File: src/hw/rtl/spsr_pkg.sv
// spsr_pkg: widths, codes, constants and the speed step table of the
// stepper pulse speed regulator
// no dependencies; used by the channel interfaces and the top level
package spsr_pkg;

    // payload field widths
    localparam int SCALE_W  = 16;
    localparam int MODE_W   = 2;
    localparam int MOTOR_W  = 4;
    localparam int PERIOD_W = 16;
    localparam int COUNT_W  = 16;
    localparam int SPEED_W  = 7;
    localparam int DELTA_W  = 4;

    // group state widths
    localparam int LAST_W = 18;
    localparam int MISS_W = 32;

    // motor grouping
    localparam int GROUP_SPLIT = 8;
    localparam int MOTOR_COUNT = 16;

    // target period: scale * 100 / wanted speed
    localparam int SCALE_MUL = 100;
    localparam int TARGET_W  = 23;
    localparam int X_W       = TARGET_W + 2;
    localparam int PREV_SHIFT = 2;

    // critical miss counts before the divide by wanted speed
    localparam int CRIT_SHORT = 7 * 150;
    localparam int CRIT_LONG  = 28 * 150;
    localparam int CRIT_W     = 13;
    // full-speed period is sixteen critical counts
    localparam int FULL_SHIFT = 4;

    // delta shaping
    localparam int DELTA_DIV   = 5;
    localparam int DELTA_LIMIT = 5;
    localparam int DELTA_SAT   = DELTA_DIV * DELTA_LIMIT;

    // end of move
    localparam int NEAR_END       = 5;
    localparam int FAST_LIMIT     = 50;
    localparam int END_SPEED_FAST = 5;
    localparam int END_SPEED_SLOW = 20;
    localparam int MAX_SPEED      = 100;

    // shared divider
    localparam int DVD_W = MISS_W;
    localparam int DSR_W = CRIT_W;
    localparam int CNT_W = $clog2(DVD_W + 1);

    typedef enum logic [MODE_W-1:0] {
        MODE_PULSE = 2'd0,
        MODE_MISS  = 2'd1,
        MODE_RESET = 2'd2,
        MODE_NONE  = 2'd3
    } mode_t;

    typedef enum logic {
        CMD_ABS   = 1'b0,
        CMD_DELTA = 1'b1
    } cmd_t;

    // speed step table
    localparam int STEP_N = 15;
    localparam logic [SPEED_W-1:0] STEP_LIMIT [STEP_N] = '{
        7'd40, 7'd43, 7'd46, 7'd50, 7'd53, 7'd56, 7'd60, 7'd64,
        7'd68, 7'd72, 7'd76, 7'd80, 7'd84, 7'd88, 7'd90
    };
    localparam logic [SPEED_W-1:0] STEP_SPEED [STEP_N] = '{
        7'd43, 7'd46, 7'd50, 7'd53, 7'd56, 7'd60, 7'd64, 7'd68,
        7'd72, 7'd76, 7'd80, 7'd84, 7'd88, 7'd90, 7'd92
    };

    typedef struct packed {
        logic               hit;
        logic [SPEED_W-1:0] value;
    } step_t;

    // first table entry whose limit lies above the current speed
    function automatic step_t step_lookup(input logic [SPEED_W-1:0] speed);
        step_t r;
        r.hit   = 1'b0;
        r.value = '0;
        for (int i = STEP_N - 1; i >= 0; i--)
        begin
            if (speed < STEP_LIMIT[i])
            begin
                r.hit   = 1'b1;
                r.value = STEP_SPEED[i];
            end
        end
        return r;
    endfunction

endpackage

File: src/hw/rtl/spsr_ifs.sv
// spsr channel interfaces: configuration write, pulse event in, command out
// depends on spsr_pkg for the field widths

// configuration write channel, period scale only
interface spsr_cfg_if;
    logic                         valid;
    logic                         ready;
    logic [spsr_pkg::SCALE_W-1:0] data;

    modport source (output valid, output data, input ready);
    modport sink   (input valid, input data, output ready);
endinterface

// pulse event channel
interface spsr_pulse_if;
    logic                          valid;
    logic                          ready;
    logic [spsr_pkg::MODE_W-1:0]   mode;
    logic [spsr_pkg::MOTOR_W-1:0]  motor_index;
    logic [spsr_pkg::PERIOD_W-1:0] pulse_period;
    logic [spsr_pkg::COUNT_W-1:0]  pulse_count;
    logic [spsr_pkg::COUNT_W-1:0]  requested_count;
    logic [spsr_pkg::SPEED_W-1:0]  wanted_speed;
    logic [spsr_pkg::SPEED_W-1:0]  current_speed;
    logic                          high_too_long;

    modport source (output valid, output mode, output motor_index, output pulse_period,
                    output pulse_count, output requested_count, output wanted_speed,
                    output current_speed, output high_too_long, input ready);
    modport sink   (input valid, input mode, input motor_index, input pulse_period,
                    input pulse_count, input requested_count, input wanted_speed,
                    input current_speed, input high_too_long, output ready);
endinterface

// speed command channel
interface spsr_result_if;
    logic                                valid;
    logic                                ready;
    logic                                command;
    logic [spsr_pkg::MOTOR_W-1:0]        target_motor;
    logic [spsr_pkg::SPEED_W-1:0]        speed_value;
    logic signed [spsr_pkg::DELTA_W-1:0] speed_delta;
    logic                                divide_error;

    modport source (output valid, output command, output target_motor, output speed_value,
                    output speed_delta, output divide_error, input ready);
    modport sink   (input valid, input command, input target_motor, input speed_value,
                    input speed_delta, input divide_error, output ready);
endinterface

File: src/hw/rtl/stepper_pulse_speed_regulator_unit.sv
// stepper_pulse_speed_regulator_unit: turns pulse and missed-pulse events
// into speed commands through one shared restoring divider
// depends on spsr_pkg and the channel interfaces in spsr_ifs.sv
//
//   channel  | dir | transaction
//   ---------+-----+-----------------------------------------------
//   cfg      | in  | period scale write, taken in any cycle
//   pulse    | in  | one pulse event: mode, motor, period, counts
//   result   | out | zero or one speed command per event
//
// one divider produces one quotient bit per cycle and sets the timing:
// measured pulse 23 divide steps, missed pulse 13 steps for the critical
// count, then at most two 32-step modulo passes; a zero wanted speed, group
// reset, ignored events and zero periods take no divide steps.
// pulse.ready is high only while the sequencer is idle; a command waits in
// the output register, so a stalled result only holds the block once the
// next command is ready. reset sets period scale to 1 and group state to -1.
module stepper_pulse_speed_regulator_unit (
    input  logic           clk,
    input  logic           rst_n,
    spsr_cfg_if.sink       cfg,
    spsr_pulse_if.sink     pulse,
    spsr_result_if.source  result
);

    typedef enum logic [3:0] {
        ST_IDLE,
        ST_TARGET,
        ST_EVAL0,
        ST_EVAL1,
        ST_CRIT,
        ST_CNT,
        ST_MODA,
        ST_MODB,
        ST_EMIT
    } state_t;

    state_t state_reg;

    // configuration and group state
    logic        [spsr_pkg::SCALE_W-1:0] scale_reg;
    logic signed [spsr_pkg::LAST_W-1:0]  last_a_reg;
    logic signed [spsr_pkg::LAST_W-1:0]  last_b_reg;
    logic        [spsr_pkg::MISS_W-1:0]  miss_a_reg;
    logic        [spsr_pkg::MISS_W-1:0]  miss_b_reg;

    // latched event fields
    logic [spsr_pkg::MOTOR_W-1:0]  motor_reg;
    logic                          group_a_reg;
    logic [spsr_pkg::PERIOD_W-1:0] period_reg;
    logic [spsr_pkg::COUNT_W-1:0]  item_count_reg;
    logic [spsr_pkg::COUNT_W-1:0]  requested_reg;
    logic [spsr_pkg::SPEED_W-1:0]  speed_reg;

    // shared divider
    logic [spsr_pkg::DVD_W-1:0] div_dvd_reg;
    logic [spsr_pkg::DSR_W-1:0] div_dsr_reg;
    logic [spsr_pkg::DSR_W-1:0] div_rem_reg;
    logic [spsr_pkg::CNT_W-1:0] div_cnt_reg;
    logic [spsr_pkg::DVD_W-1:0] div_dvd_next;
    logic [spsr_pkg::DSR_W-1:0] div_rem_next;
    logic [spsr_pkg::DSR_W:0]   div_rem_shift;
    logic                       div_fit;
    logic                       div_last;

    // working values
    logic        [spsr_pkg::MISS_W-1:0] c_reg;
    logic signed [spsr_pkg::X_W-1:0]    dev_reg;
    logic signed [spsr_pkg::X_W-1:0]    q4_reg;

    // command built by the sequencer
    spsr_pkg::cmd_t                     pend_cmd_reg;
    logic        [spsr_pkg::SPEED_W-1:0] pend_value_reg;
    logic signed [spsr_pkg::DELTA_W-1:0] pend_delta_reg;
    logic                                pend_err_reg;

    // output register
    logic                                out_valid_reg;
    spsr_pkg::cmd_t                      out_cmd_reg;
    logic        [spsr_pkg::MOTOR_W-1:0] out_motor_reg;
    logic        [spsr_pkg::SPEED_W-1:0] out_value_reg;
    logic signed [spsr_pkg::DELTA_W-1:0] out_delta_reg;
    logic                                out_err_reg;

    // accept side
    logic                                in_fire;
    logic                                motor_ok;
    logic                                group_in;
    logic [spsr_pkg::TARGET_W-1:0]       scaled;
    logic [spsr_pkg::CRIT_W-1:0]         crit_num;
    spsr_pkg::mode_t                     in_mode;

    // measured pulse evaluation
    logic        [spsr_pkg::TARGET_W-1:0] target;
    logic signed [spsr_pkg::X_W-1:0]      target_x;
    logic signed [spsr_pkg::X_W-1:0]      period_x;
    logic signed [spsr_pkg::X_W-1:0]      last_x;
    logic signed [spsr_pkg::X_W-1:0]      prev;
    logic signed [spsr_pkg::X_W-1:0]      prev_adj;
    logic signed [spsr_pkg::X_W-1:0]      x;
    logic        [spsr_pkg::SPEED_W-1:0]  ax;
    logic        [spsr_pkg::DELTA_W-1:0]  q;
    logic signed [spsr_pkg::DELTA_W-1:0]  delta;
    logic signed [spsr_pkg::COUNT_W:0]    req_gap;
    logic                                 near_end;

    // missed pulse evaluation
    logic [spsr_pkg::CRIT_W-1:0] crit;
    logic [spsr_pkg::MISS_W-1:0] miss_sel;
    logic [spsr_pkg::MISS_W-1:0] c_new;
    logic [spsr_pkg::MISS_W-1:0] abs0;
    logic [spsr_pkg::MISS_W-1:0] abs1;
    spsr_pkg::step_t             step;

    // handshakes
    assign cfg.ready   = 1'b1;
    assign pulse.ready = (state_reg == ST_IDLE);
    assign in_fire     = pulse.valid && pulse.ready;

    assign result.valid        = out_valid_reg;
    assign result.command      = out_cmd_reg;
    assign result.target_motor = out_motor_reg;
    assign result.speed_value  = out_value_reg;
    assign result.speed_delta  = out_delta_reg;
    assign result.divide_error = out_err_reg;

    // event decode
    assign in_mode  = spsr_pkg::mode_t'(pulse.mode);
    assign motor_ok = 32'(pulse.motor_index) < 32'(spsr_pkg::MOTOR_COUNT);
    assign group_in = 32'(pulse.motor_index) < 32'(spsr_pkg::GROUP_SPLIT);
    assign scaled   = spsr_pkg::TARGET_W'(scale_reg)
                    * spsr_pkg::TARGET_W'(spsr_pkg::SCALE_MUL);
    assign crit_num = pulse.high_too_long ? spsr_pkg::CRIT_W'(spsr_pkg::CRIT_SHORT)
                                          : spsr_pkg::CRIT_W'(spsr_pkg::CRIT_LONG);

    // one restoring divide step
    assign div_rem_shift = {div_rem_reg, div_dvd_reg[spsr_pkg::DVD_W-1]};
    assign div_fit       = div_rem_shift >= {1'b0, div_dsr_reg};
    assign div_rem_next  = div_fit
                         ? spsr_pkg::DSR_W'(div_rem_shift - {1'b0, div_dsr_reg})
                         : div_rem_shift[spsr_pkg::DSR_W-1:0];
    assign div_dvd_next  = {div_dvd_reg[spsr_pkg::DVD_W-2:0], div_fit};
    assign div_last      = (div_cnt_reg == spsr_pkg::CNT_W'(1));

    // error terms of a measured pulse
    always_comb
    begin
        target   = div_dvd_reg[spsr_pkg::TARGET_W-1:0];
        target_x = spsr_pkg::X_W'(target);
        period_x = spsr_pkg::X_W'(period_reg);
        last_x   = spsr_pkg::X_W'(group_a_reg ? last_a_reg : last_b_reg);
        if (item_count_reg > spsr_pkg::COUNT_W'(1))
            prev = last_x - target_x;
        else
            prev = '0;
        // quarter rounded toward zero
        prev_adj = prev + (prev[spsr_pkg::X_W-1]
                 ? spsr_pkg::X_W'((1 << spsr_pkg::PREV_SHIFT) - 1) : '0);
    end

    // delta scaling and clamp
    always_comb
    begin
        x  = dev_reg - q4_reg;
        ax = '0;
        q  = '0;
        if (x >= spsr_pkg::X_W'(spsr_pkg::DELTA_SAT))
            delta = spsr_pkg::DELTA_W'(spsr_pkg::DELTA_LIMIT);
        else if (x <= -spsr_pkg::X_W'(spsr_pkg::DELTA_SAT))
            delta = -spsr_pkg::DELTA_W'(spsr_pkg::DELTA_LIMIT);
        else
        begin
            ax = x[spsr_pkg::X_W-1] ? spsr_pkg::SPEED_W'(-x) : spsr_pkg::SPEED_W'(x);
            for (int k = 1; k < spsr_pkg::DELTA_LIMIT; k++)
            begin
                if (ax >= spsr_pkg::SPEED_W'(k * spsr_pkg::DELTA_DIV))
                    q = spsr_pkg::DELTA_W'(k);
            end
            delta = x[spsr_pkg::X_W-1] ? -q : q;
        end
        req_gap  = {1'b0, requested_reg} - {1'b0, item_count_reg};
        near_end = req_gap < $signed((spsr_pkg::COUNT_W + 1)'(spsr_pkg::NEAR_END));
    end

    // missed pulse counter and magnitudes
    always_comb
    begin
        crit     = div_dvd_reg[spsr_pkg::CRIT_W-1:0];
        miss_sel = group_a_reg ? miss_a_reg : miss_b_reg;
        c_new    = miss_sel + spsr_pkg::MISS_W'(1);
        // |c| and |c + 1| without a second negate
        abs0     = c_new[spsr_pkg::MISS_W-1] ? ~miss_sel : c_new;
        abs1     = c_reg[spsr_pkg::MISS_W-1] ? ~c_reg : c_reg + spsr_pkg::MISS_W'(1);
        step     = spsr_pkg::step_lookup(speed_reg);
    end

    // sequencer, state and registered outputs
    always_ff @(posedge clk or negedge rst_n)
    begin
        if (!rst_n)
        begin
            state_reg      <= ST_IDLE;
            scale_reg      <= spsr_pkg::SCALE_W'(1);
            last_a_reg     <= '1;
            last_b_reg     <= '1;
            miss_a_reg     <= '1;
            miss_b_reg     <= '1;
            motor_reg      <= '0;
            group_a_reg    <= 1'b0;
            period_reg     <= '0;
            item_count_reg <= '0;
            requested_reg  <= '0;
            speed_reg      <= '0;
            div_dvd_reg    <= '0;
            div_dsr_reg    <= '0;
            div_rem_reg    <= '0;
            div_cnt_reg    <= '0;
            c_reg          <= '0;
            dev_reg        <= '0;
            q4_reg         <= '0;
            pend_cmd_reg   <= spsr_pkg::CMD_ABS;
            pend_value_reg <= '0;
            pend_delta_reg <= '0;
            pend_err_reg   <= 1'b0;
            out_valid_reg  <= 1'b0;
            out_cmd_reg    <= spsr_pkg::CMD_ABS;
            out_motor_reg  <= '0;
            out_value_reg  <= '0;
            out_delta_reg  <= '0;
            out_err_reg    <= 1'b0;
        end
        else
        begin
            // configuration write
            if (cfg.valid && cfg.ready)
                scale_reg <= cfg.data;

            // output transaction taken; the emit state reloads the register itself
            if (result.valid && result.ready && state_reg != ST_EMIT)
                out_valid_reg <= 1'b0;

            unique case (state_reg)
                ST_IDLE:
                begin
                    if (in_fire && motor_ok)
                    begin
                        motor_reg      <= pulse.motor_index;
                        group_a_reg    <= group_in;
                        period_reg     <= pulse.pulse_period;
                        item_count_reg <= pulse.pulse_count;
                        requested_reg  <= pulse.requested_count;
                        speed_reg      <= pulse.current_speed;
                        // divide error command, replaced below where no error
                        pend_cmd_reg   <= spsr_pkg::CMD_ABS;
                        pend_value_reg <= '0;
                        pend_delta_reg <= '0;
                        pend_err_reg   <= 1'b1;
                        div_dsr_reg    <= spsr_pkg::DSR_W'(pulse.wanted_speed);
                        div_rem_reg    <= '0;
                        unique case (in_mode)
                            spsr_pkg::MODE_PULSE:
                            begin
                                if (pulse.pulse_period != '0)
                                begin
                                    if (pulse.wanted_speed == '0)
                                        state_reg <= ST_EMIT;
                                    else
                                    begin
                                        div_dvd_reg <= {scaled,
                                            (spsr_pkg::DVD_W - spsr_pkg::TARGET_W)'(0)};
                                        div_cnt_reg <= spsr_pkg::CNT_W'(spsr_pkg::TARGET_W);
                                        state_reg   <= ST_TARGET;
                                    end
                                end
                            end
                            spsr_pkg::MODE_MISS:
                            begin
                                if (pulse.wanted_speed == '0)
                                    state_reg <= ST_EMIT;
                                else
                                begin
                                    div_dvd_reg <= {crit_num,
                                        (spsr_pkg::DVD_W - spsr_pkg::CRIT_W)'(0)};
                                    div_cnt_reg <= spsr_pkg::CNT_W'(spsr_pkg::CRIT_W);
                                    state_reg   <= ST_CRIT;
                                end
                            end
                            spsr_pkg::MODE_RESET:
                            begin
                                if (group_in)
                                begin
                                    miss_a_reg <= '1;
                                    last_a_reg <= '1;
                                end
                                else
                                begin
                                    miss_b_reg <= '1;
                                    last_b_reg <= '1;
                                end
                            end
                            default:
                            begin
                                state_reg <= ST_IDLE;
                            end
                        endcase
                    end
                end

                // target period divide
                ST_TARGET:
                begin
                    div_dvd_reg <= div_dvd_next;
                    div_rem_reg <= div_rem_next;
                    div_cnt_reg <= div_cnt_reg - spsr_pkg::CNT_W'(1);
                    if (div_last)
                        state_reg <= ST_EVAL0;
                end

                // error and trend terms, group state update
                ST_EVAL0:
                begin
                    dev_reg <= period_x - target_x;
                    q4_reg  <= prev_adj >>> spsr_pkg::PREV_SHIFT;
                    if (group_a_reg)
                    begin
                        last_a_reg <= spsr_pkg::LAST_W'(period_reg);
                        if (item_count_reg > spsr_pkg::COUNT_W'(1))
                            miss_a_reg <= '1;
                    end
                    else
                    begin
                        last_b_reg <= spsr_pkg::LAST_W'(period_reg);
                        if (item_count_reg > spsr_pkg::COUNT_W'(1))
                            miss_b_reg <= '1;
                    end
                    state_reg <= ST_EVAL1;
                end

                // absolute speed near the end of the move, else a delta
                ST_EVAL1:
                begin
                    pend_err_reg <= 1'b0;
                    if (near_end)
                    begin
                        pend_cmd_reg   <= spsr_pkg::CMD_ABS;
                        pend_value_reg <= (speed_reg > spsr_pkg::SPEED_W'(spsr_pkg::FAST_LIMIT))
                                        ? spsr_pkg::SPEED_W'(spsr_pkg::END_SPEED_FAST)
                                        : spsr_pkg::SPEED_W'(spsr_pkg::END_SPEED_SLOW);
                        pend_delta_reg <= '0;
                    end
                    else
                    begin
                        pend_cmd_reg   <= spsr_pkg::CMD_DELTA;
                        pend_value_reg <= '0;
                        pend_delta_reg <= delta;
                    end
                    state_reg <= ST_EMIT;
                end

                // critical count divide
                ST_CRIT:
                begin
                    div_dvd_reg <= div_dvd_next;
                    div_rem_reg <= div_rem_next;
                    div_cnt_reg <= div_cnt_reg - spsr_pkg::CNT_W'(1);
                    if (div_last)
                        state_reg <= ST_CNT;
                end

                // advance the group counter, start |c| mod K; a zero K emits a divide error
                ST_CNT:
                begin
                    if (crit == '0)
                        state_reg <= ST_EMIT;
                    else
                    begin
                        if (group_a_reg)
                            miss_a_reg <= c_new;
                        else
                            miss_b_reg <= c_new;
                        c_reg       <= c_new;
                        div_dvd_reg <= abs0;
                        div_dsr_reg <= crit;
                        div_rem_reg <= '0;
                        div_cnt_reg <= spsr_pkg::CNT_W'(spsr_pkg::DVD_W);
                        state_reg   <= ST_MODA;
                    end
                end

                // |c| mod K; on zero step up the table
                ST_MODA:
                begin
                    if (div_last)
                    begin
                        pend_err_reg   <= 1'b0;
                        pend_cmd_reg   <= spsr_pkg::CMD_ABS;
                        pend_delta_reg <= '0;
                        pend_value_reg <= step.value;
                        if (div_rem_next == '0)
                            state_reg <= step.hit ? ST_EMIT : ST_IDLE;
                        else if (abs1[spsr_pkg::FULL_SHIFT-1:0] != '0)
                            state_reg <= ST_IDLE;
                        else
                        begin
                            // |c + 1| mod 16K via (|c + 1| / 16) mod K
                            div_dvd_reg <= spsr_pkg::DVD_W'(abs1 >> spsr_pkg::FULL_SHIFT);
                            div_rem_reg <= '0;
                            div_cnt_reg <= spsr_pkg::CNT_W'(spsr_pkg::DVD_W);
                            state_reg   <= ST_MODB;
                        end
                    end
                    else
                    begin
                        div_dvd_reg <= div_dvd_next;
                        div_rem_reg <= div_rem_next;
                        div_cnt_reg <= div_cnt_reg - spsr_pkg::CNT_W'(1);
                    end
                end

                // on zero go to full speed
                ST_MODB:
                begin
                    div_dvd_reg <= div_dvd_next;
                    div_rem_reg <= div_rem_next;
                    div_cnt_reg <= div_cnt_reg - spsr_pkg::CNT_W'(1);
                    if (div_last)
                    begin
                        pend_value_reg <= spsr_pkg::SPEED_W'(spsr_pkg::MAX_SPEED);
                        state_reg      <= (div_rem_next == '0) ? ST_EMIT : ST_IDLE;
                    end
                end

                // hand the command to the output register once it is free
                ST_EMIT:
                begin
                    if (!out_valid_reg || result.ready)
                    begin
                        out_valid_reg <= 1'b1;
                        out_cmd_reg   <= pend_cmd_reg;
                        out_motor_reg <= motor_reg;
                        out_value_reg <= pend_value_reg;
                        out_delta_reg <= pend_delta_reg;
                        out_err_reg   <= pend_err_reg;
                        state_reg     <= ST_IDLE;
                    end
                end

                default:
                begin
                    state_reg <= ST_IDLE;
                end
            endcase
        end
    end

    // remainder stays below the divisor through every modulo pass
    a_rem_below_dsr: assert property (@(posedge clk) disable iff (!rst_n)
        (state_reg == ST_MODA || state_reg == ST_MODB) |-> div_rem_reg < div_dsr_reg)
        else $error("divider remainder not below divisor");

    // divide states always have steps left
    a_div_cnt_live: assert property (@(posedge clk) disable iff (!rst_n)
        (state_reg == ST_TARGET || state_reg == ST_CRIT || state_reg == ST_MODA
         || state_reg == ST_MODB) |-> div_cnt_reg != '0)
        else $error("divider running with no steps left");

    // a group A reset transaction leaves that group's counter and last period at minus one
    a_group_reset: assert property (@(posedge clk) disable iff (!rst_n)
        (in_fire && in_mode == spsr_pkg::MODE_RESET && motor_ok && group_in)
        |=> miss_a_reg == '1 && last_a_reg == '1)
        else $error("group reset did not clear group state");

    // a new command only appears out of the emit state
    a_emit_source: assert property (@(posedge clk) disable iff (!rst_n)
        $rose(out_valid_reg) |-> $past(state_reg) == ST_EMIT)
        else $error("command loaded outside the emit state");

endmodule
File: src/flat_wrapper.sv
// flat-port wrapper written by rule: the top's interface ports become plain ports
module stepper_pulse_speed_regulator_unit_flat 
  (clk, rst_n, cfg_valid, cfg_data, cfg_ready, pulse_valid, pulse_mode, pulse_motor_index, pulse_pulse_period, pulse_pulse_count, pulse_requested_count, pulse_wanted_speed, pulse_current_speed, pulse_high_too_long, pulse_ready, result_valid, result_command, result_target_motor, result_speed_value, result_speed_delta, result_divide_error, result_ready);
  spsr_cfg_if cfg_i ();
  spsr_pulse_if pulse_i ();
  spsr_result_if result_i ();
  input  logic clk;
  input  logic rst_n;
  input wire logic [$bits(cfg_i.valid)-1:0] cfg_valid;
  input wire logic [$bits(cfg_i.data)-1:0] cfg_data;
  output wire logic [$bits(cfg_i.ready)-1:0] cfg_ready;
  input wire logic [$bits(pulse_i.valid)-1:0] pulse_valid;
  input wire logic [$bits(pulse_i.mode)-1:0] pulse_mode;
  input wire logic [$bits(pulse_i.motor_index)-1:0] pulse_motor_index;
  input wire logic [$bits(pulse_i.pulse_period)-1:0] pulse_pulse_period;
  input wire logic [$bits(pulse_i.pulse_count)-1:0] pulse_pulse_count;
  input wire logic [$bits(pulse_i.requested_count)-1:0] pulse_requested_count;
  input wire logic [$bits(pulse_i.wanted_speed)-1:0] pulse_wanted_speed;
  input wire logic [$bits(pulse_i.current_speed)-1:0] pulse_current_speed;
  input wire logic [$bits(pulse_i.high_too_long)-1:0] pulse_high_too_long;
  output wire logic [$bits(pulse_i.ready)-1:0] pulse_ready;
  output wire logic [$bits(result_i.valid)-1:0] result_valid;
  output wire logic [$bits(result_i.command)-1:0] result_command;
  output wire logic [$bits(result_i.target_motor)-1:0] result_target_motor;
  output wire logic [$bits(result_i.speed_value)-1:0] result_speed_value;
  output wire logic [$bits(result_i.speed_delta)-1:0] result_speed_delta;
  output wire logic [$bits(result_i.divide_error)-1:0] result_divide_error;
  input wire logic [$bits(result_i.ready)-1:0] result_ready;
  assign cfg_i.valid = cfg_valid;
  assign cfg_i.data = cfg_data;
  assign cfg_ready = cfg_i.ready;
  assign pulse_i.valid = pulse_valid;
  assign pulse_i.mode = pulse_mode;
  assign pulse_i.motor_index = pulse_motor_index;
  assign pulse_i.pulse_period = pulse_pulse_period;
  assign pulse_i.pulse_count = pulse_pulse_count;
  assign pulse_i.requested_count = pulse_requested_count;
  assign pulse_i.wanted_speed = pulse_wanted_speed;
  assign pulse_i.current_speed = pulse_current_speed;
  assign pulse_i.high_too_long = pulse_high_too_long;
  assign pulse_ready = pulse_i.ready;
  assign result_valid = result_i.valid;
  assign result_command = result_i.command;
  assign result_target_motor = result_i.target_motor;
  assign result_speed_value = result_i.speed_value;
  assign result_speed_delta = result_i.speed_delta;
  assign result_divide_error = result_i.divide_error;
  assign result_i.ready = result_ready;
  stepper_pulse_speed_regulator_unit u_core (.clk(clk), .rst_n(rst_n), .cfg(cfg_i), .pulse(pulse_i), .result(result_i));
endmodule
File: config.mk
export PLATFORM = sky130hd
export DESIGN_NAME = stepper_pulse_speed_regulator_unit_flat
export DESIGN_NICKNAME = d
export VERILOG_FILES = /design/src/hw/rtl/spsr_pkg.sv /design/src/hw/rtl/spsr_ifs.sv /design/src/hw/rtl/stepper_pulse_speed_regulator_unit.sv /design/src/flat_wrapper.sv
export SDC_FILE = /design/constraint.sdc
export NUM_CORES = 1
export LEC_CHECK = 0
export BUFFER_PORTS_ARGS = -buffer_cell sky130_fd_sc_hd__buf_2
export CAP_MARGIN = 25
export CORE_MARGIN = 2
export CORE_UTILIZATION = 40
export CTS_CLUSTER_DIAMETER = 80
export DETAILED_ROUTE_END_ITERATION = 6
export PLACE_DENSITY = 0.55
export SLEW_MARGIN = 20
export SYNTH_ARGS = -nofsm -noshare
export SYNTH_HDL_FRONTEND = slang
export SYNTH_SLANG_ARGS = --single-unit
File: constraint.sdc
create_clock -name clk -period 9.7 [get_ports clk]
set_clock_uncertainty 0.05 [all_clocks]
set_input_delay 1.455 -clock clk [delete_from_list [all_inputs] [get_ports clk]]
set_output_delay 1.455 -clock clk [all_outputs]
set_load 0.05 [all_outputs]
==> flow_summary.toml <==
[hold_path]
worstHoldStart = "u_core.last_b_reg[16]"
min_path_type = "flip-flop to flip-flop"

[timing]
slew_headroom_pct = 30.1
maxSlewViolCount = 0
tightest_slew_ns = 1.04
fin_crit_ns = 6.76
grt_setup_unrepaired = "no"
fin_crit_sh_pct = 69.7
hold_viol = 0
max_clock_freq_mhz = 148
finalSetupViolCount = 0
finalSetupTns_ns = 0

[worst_setup_path]
cp_top_family = "simple AND/OR/NAND/NOR gates"
cp_slowest_cell = "dfrtp_4"
critical_path_class = "flip-flop to flip-flop"
critical_path_required_ns = 10.06
crit_start = "u_core.group_a_reg"
crit_path_max_incr_delay_ns = 0.99
end_kind = "flip-flop"
path_common_cell = "a21oi_1"
path_cells = "inv_1, a21boi_1, inv_1, ha_1, nand4_1, o41ai_1, a211o_1, a21oi_1, ha_1, nor2b_1, a21oi_1, o41ai_1, a21oi_1, nor4_2, nand4_1, nor4_1, nand3_1, xnor2_1, o21ai_1"
crit_path_max_fanout = 71
start_kind = "flip-flop"
arrival_ns = 7.13
path_buf_inv = 2
r2r-start = "u_core.group_a_reg"

[cells_and_area]
drive_gt1_share_pct = 13.0
area_growth_pct = 11.1
postLayoutCoreUtil_pct = 45.0
mostFrequentLayoutCell = "nand2_1"
final_cell_mix = "452 x nand2_1, 271 x o21ai_0, 252 x dfrtp_1"
fill_cells = 6312
nets = 3349

[global_route]
grtUsageMet1_pct = 31.9
grt_pass1_wl_um = 122000
grtUsageMet2_pct = 37.5
busiest_layer = "met2"
grt_antenna_before_repair = 5
grt_overflow = 0
track_usage_pct = 22.8
grt_max_degree = 115
grt_pass1_vias = 21600
use_met3_pct = 2.22

[yosys]
synth-edff-count = 0
synth_cell_type_count = 96
yosysTopAreaCellShare_pct = 24.8
syn-cell-area_mm2 = 0.0255
syn-num-nets = 3317
yosys_warnings = 0
synth_ff_type = "dfrtp_1"
synthArstFlopShare_pct = 100
ys_seq_area_share_pct = 35.0
synth_area_leaders = "dfrtp_1 25%, dfstp_2 10%, ha_1 7.6%"
syn_avg_cell_area_um2 = 8.35
yosys_register_bits = 352
netlist_instances = 3056
synth_top_area_cell = "dfrtp_1"

[routing]
drc_errors = 0
wl_per_cell_um = 19.2
dr_total_vias = 22200
drt-pass1-iter-count = 5
ant_nets = 0
avgViaCountPerCell = 5.59
dr.first_iter.drc_count = 1664
wl_um = 76100

[clock_network]
cts_buffer_depth = 3
cts-root-buf = "clkbuf_16"
cts_sinks = 352
clk_pin_slew_worst_paths_ns = 0.06
tritoncts = "built"
cts_resized = 0
cts_buffers = 45
h-tree-depth = 2
cts_hold_repair.buffers = 0
clock_latency_ns = 0.59
cts_setup_buffers = 0

[placed_design]
io_buffers = 108
place_congestion = 0.897
hpwl_um = 56800

[die]
boundaryPins = 110
std_cell_rows = 92
design.die.area_mm2 = 0.0658
die_w_um = 257
dieHeight_um = 257
core_area_mm2 = 0.0631
start_util_pct = 40.5

[run]
maxCapViolations = 0

[outcome]
status = "complete, no violations"
==> routing by layer <==
| metal | vias up | routed length (um) |
|---|---|---|
| li1 | 10900 | - |
| met1 | 10800 | 35900 |
| met2 | 457 | 35500 |
| met3 | 106 | 2840 |
| met4 | 0 | 1910 |
| met5 | - | 0 |
==> synth_stat cells (39+ instances only) <==
master,number
xor2_1,86
nand2_1,454
nor2_1,223
a21oi_1,174
nor2b_1,39
clkbuf_1,130
inv_1,188
o21ai_0,272
nand3_1,60
ha_1,155
nor3_1,73
mux2_2,59
dfrtp_1,253
dfstp_2,99
mux2i_1,56
xnor2_1,99
==> metrics by stage <==
step / setup slack (ns) / area, um2 / hold WS (ns) / std cells
finish: 2.94 / 28400 / 0.419 / 3974
floorplan: 2.67 / 25500 / 0.391 / 3056
detailed placement: 3.05 / 26800 / 0.414 / 3884
global placement: 3.19 / 26800 / 0.404 / 3884
global route: 2.20 / 28400 / 0.442 / 3972
CTS: 3.00 / 28300 / 0.423 / 3967
==> logic make-up after synthesis <==
family          count (synthesis)  share of synthesized area, %
mux                           116                          4.84
other cells                     1                        0.0147
simple gates                 1076                          19.7
flops                         352                          35.0
buf+inv                       337                          5.00
xor+xnor                      185                          6.35
fa+ha+maj                     171                          8.85
compound gates                818                          20.3
==> final cells by class <==
type	count	area, um2	share of cell area (%)
multi-input combinational	2367	15400	54.2
sequential	352	8940	31.5
clock buffer	70	1390	4.91
tap	846	1060	3.73
timing repair buffer	134	776	2.74
inverter	188	706	2.49
clock inverter	13	116	0.410
antenna	4	10.0	0.0353
==> worst paths after layout <==
| path | endpoint | cells past startpoint | slack [ns] |
|---|---|---|---|
| max | u_core.q4_reg[21] | 19 | 2.94 |
| min | u_core.last_b_reg[16] | 2 | 0.42 |
| max reg2reg | u_core.q4_reg[21] | 19 | 2.94 |
| min reg2reg | u_core.last_b_reg[16] | 2 | 0.42 |
| max in group asynchronous | u_core.q4_reg[8] | 4 | 6.83 |
| min in group asynchronous | u_core.item_count_reg[0] | 1 | 0.83 |
==> worst register-to-register path, delay by kind of cell, from the launching register on <==
kind	cells	cell delay (ns)
AND/OR/NAND/NOR	6	2.01
adder cells (fa/ha/maj)	2	0.86
flip-flops	1	0.99
XOR/XNOR	1	0.18
AO/OA/AOI/OAI	8	1.76
buffers and inverters	2	0.73
Power is left out: the tool's default activity adds up to more than one toggle a clock period on the data nets, which glitch-free logic cannot reach.
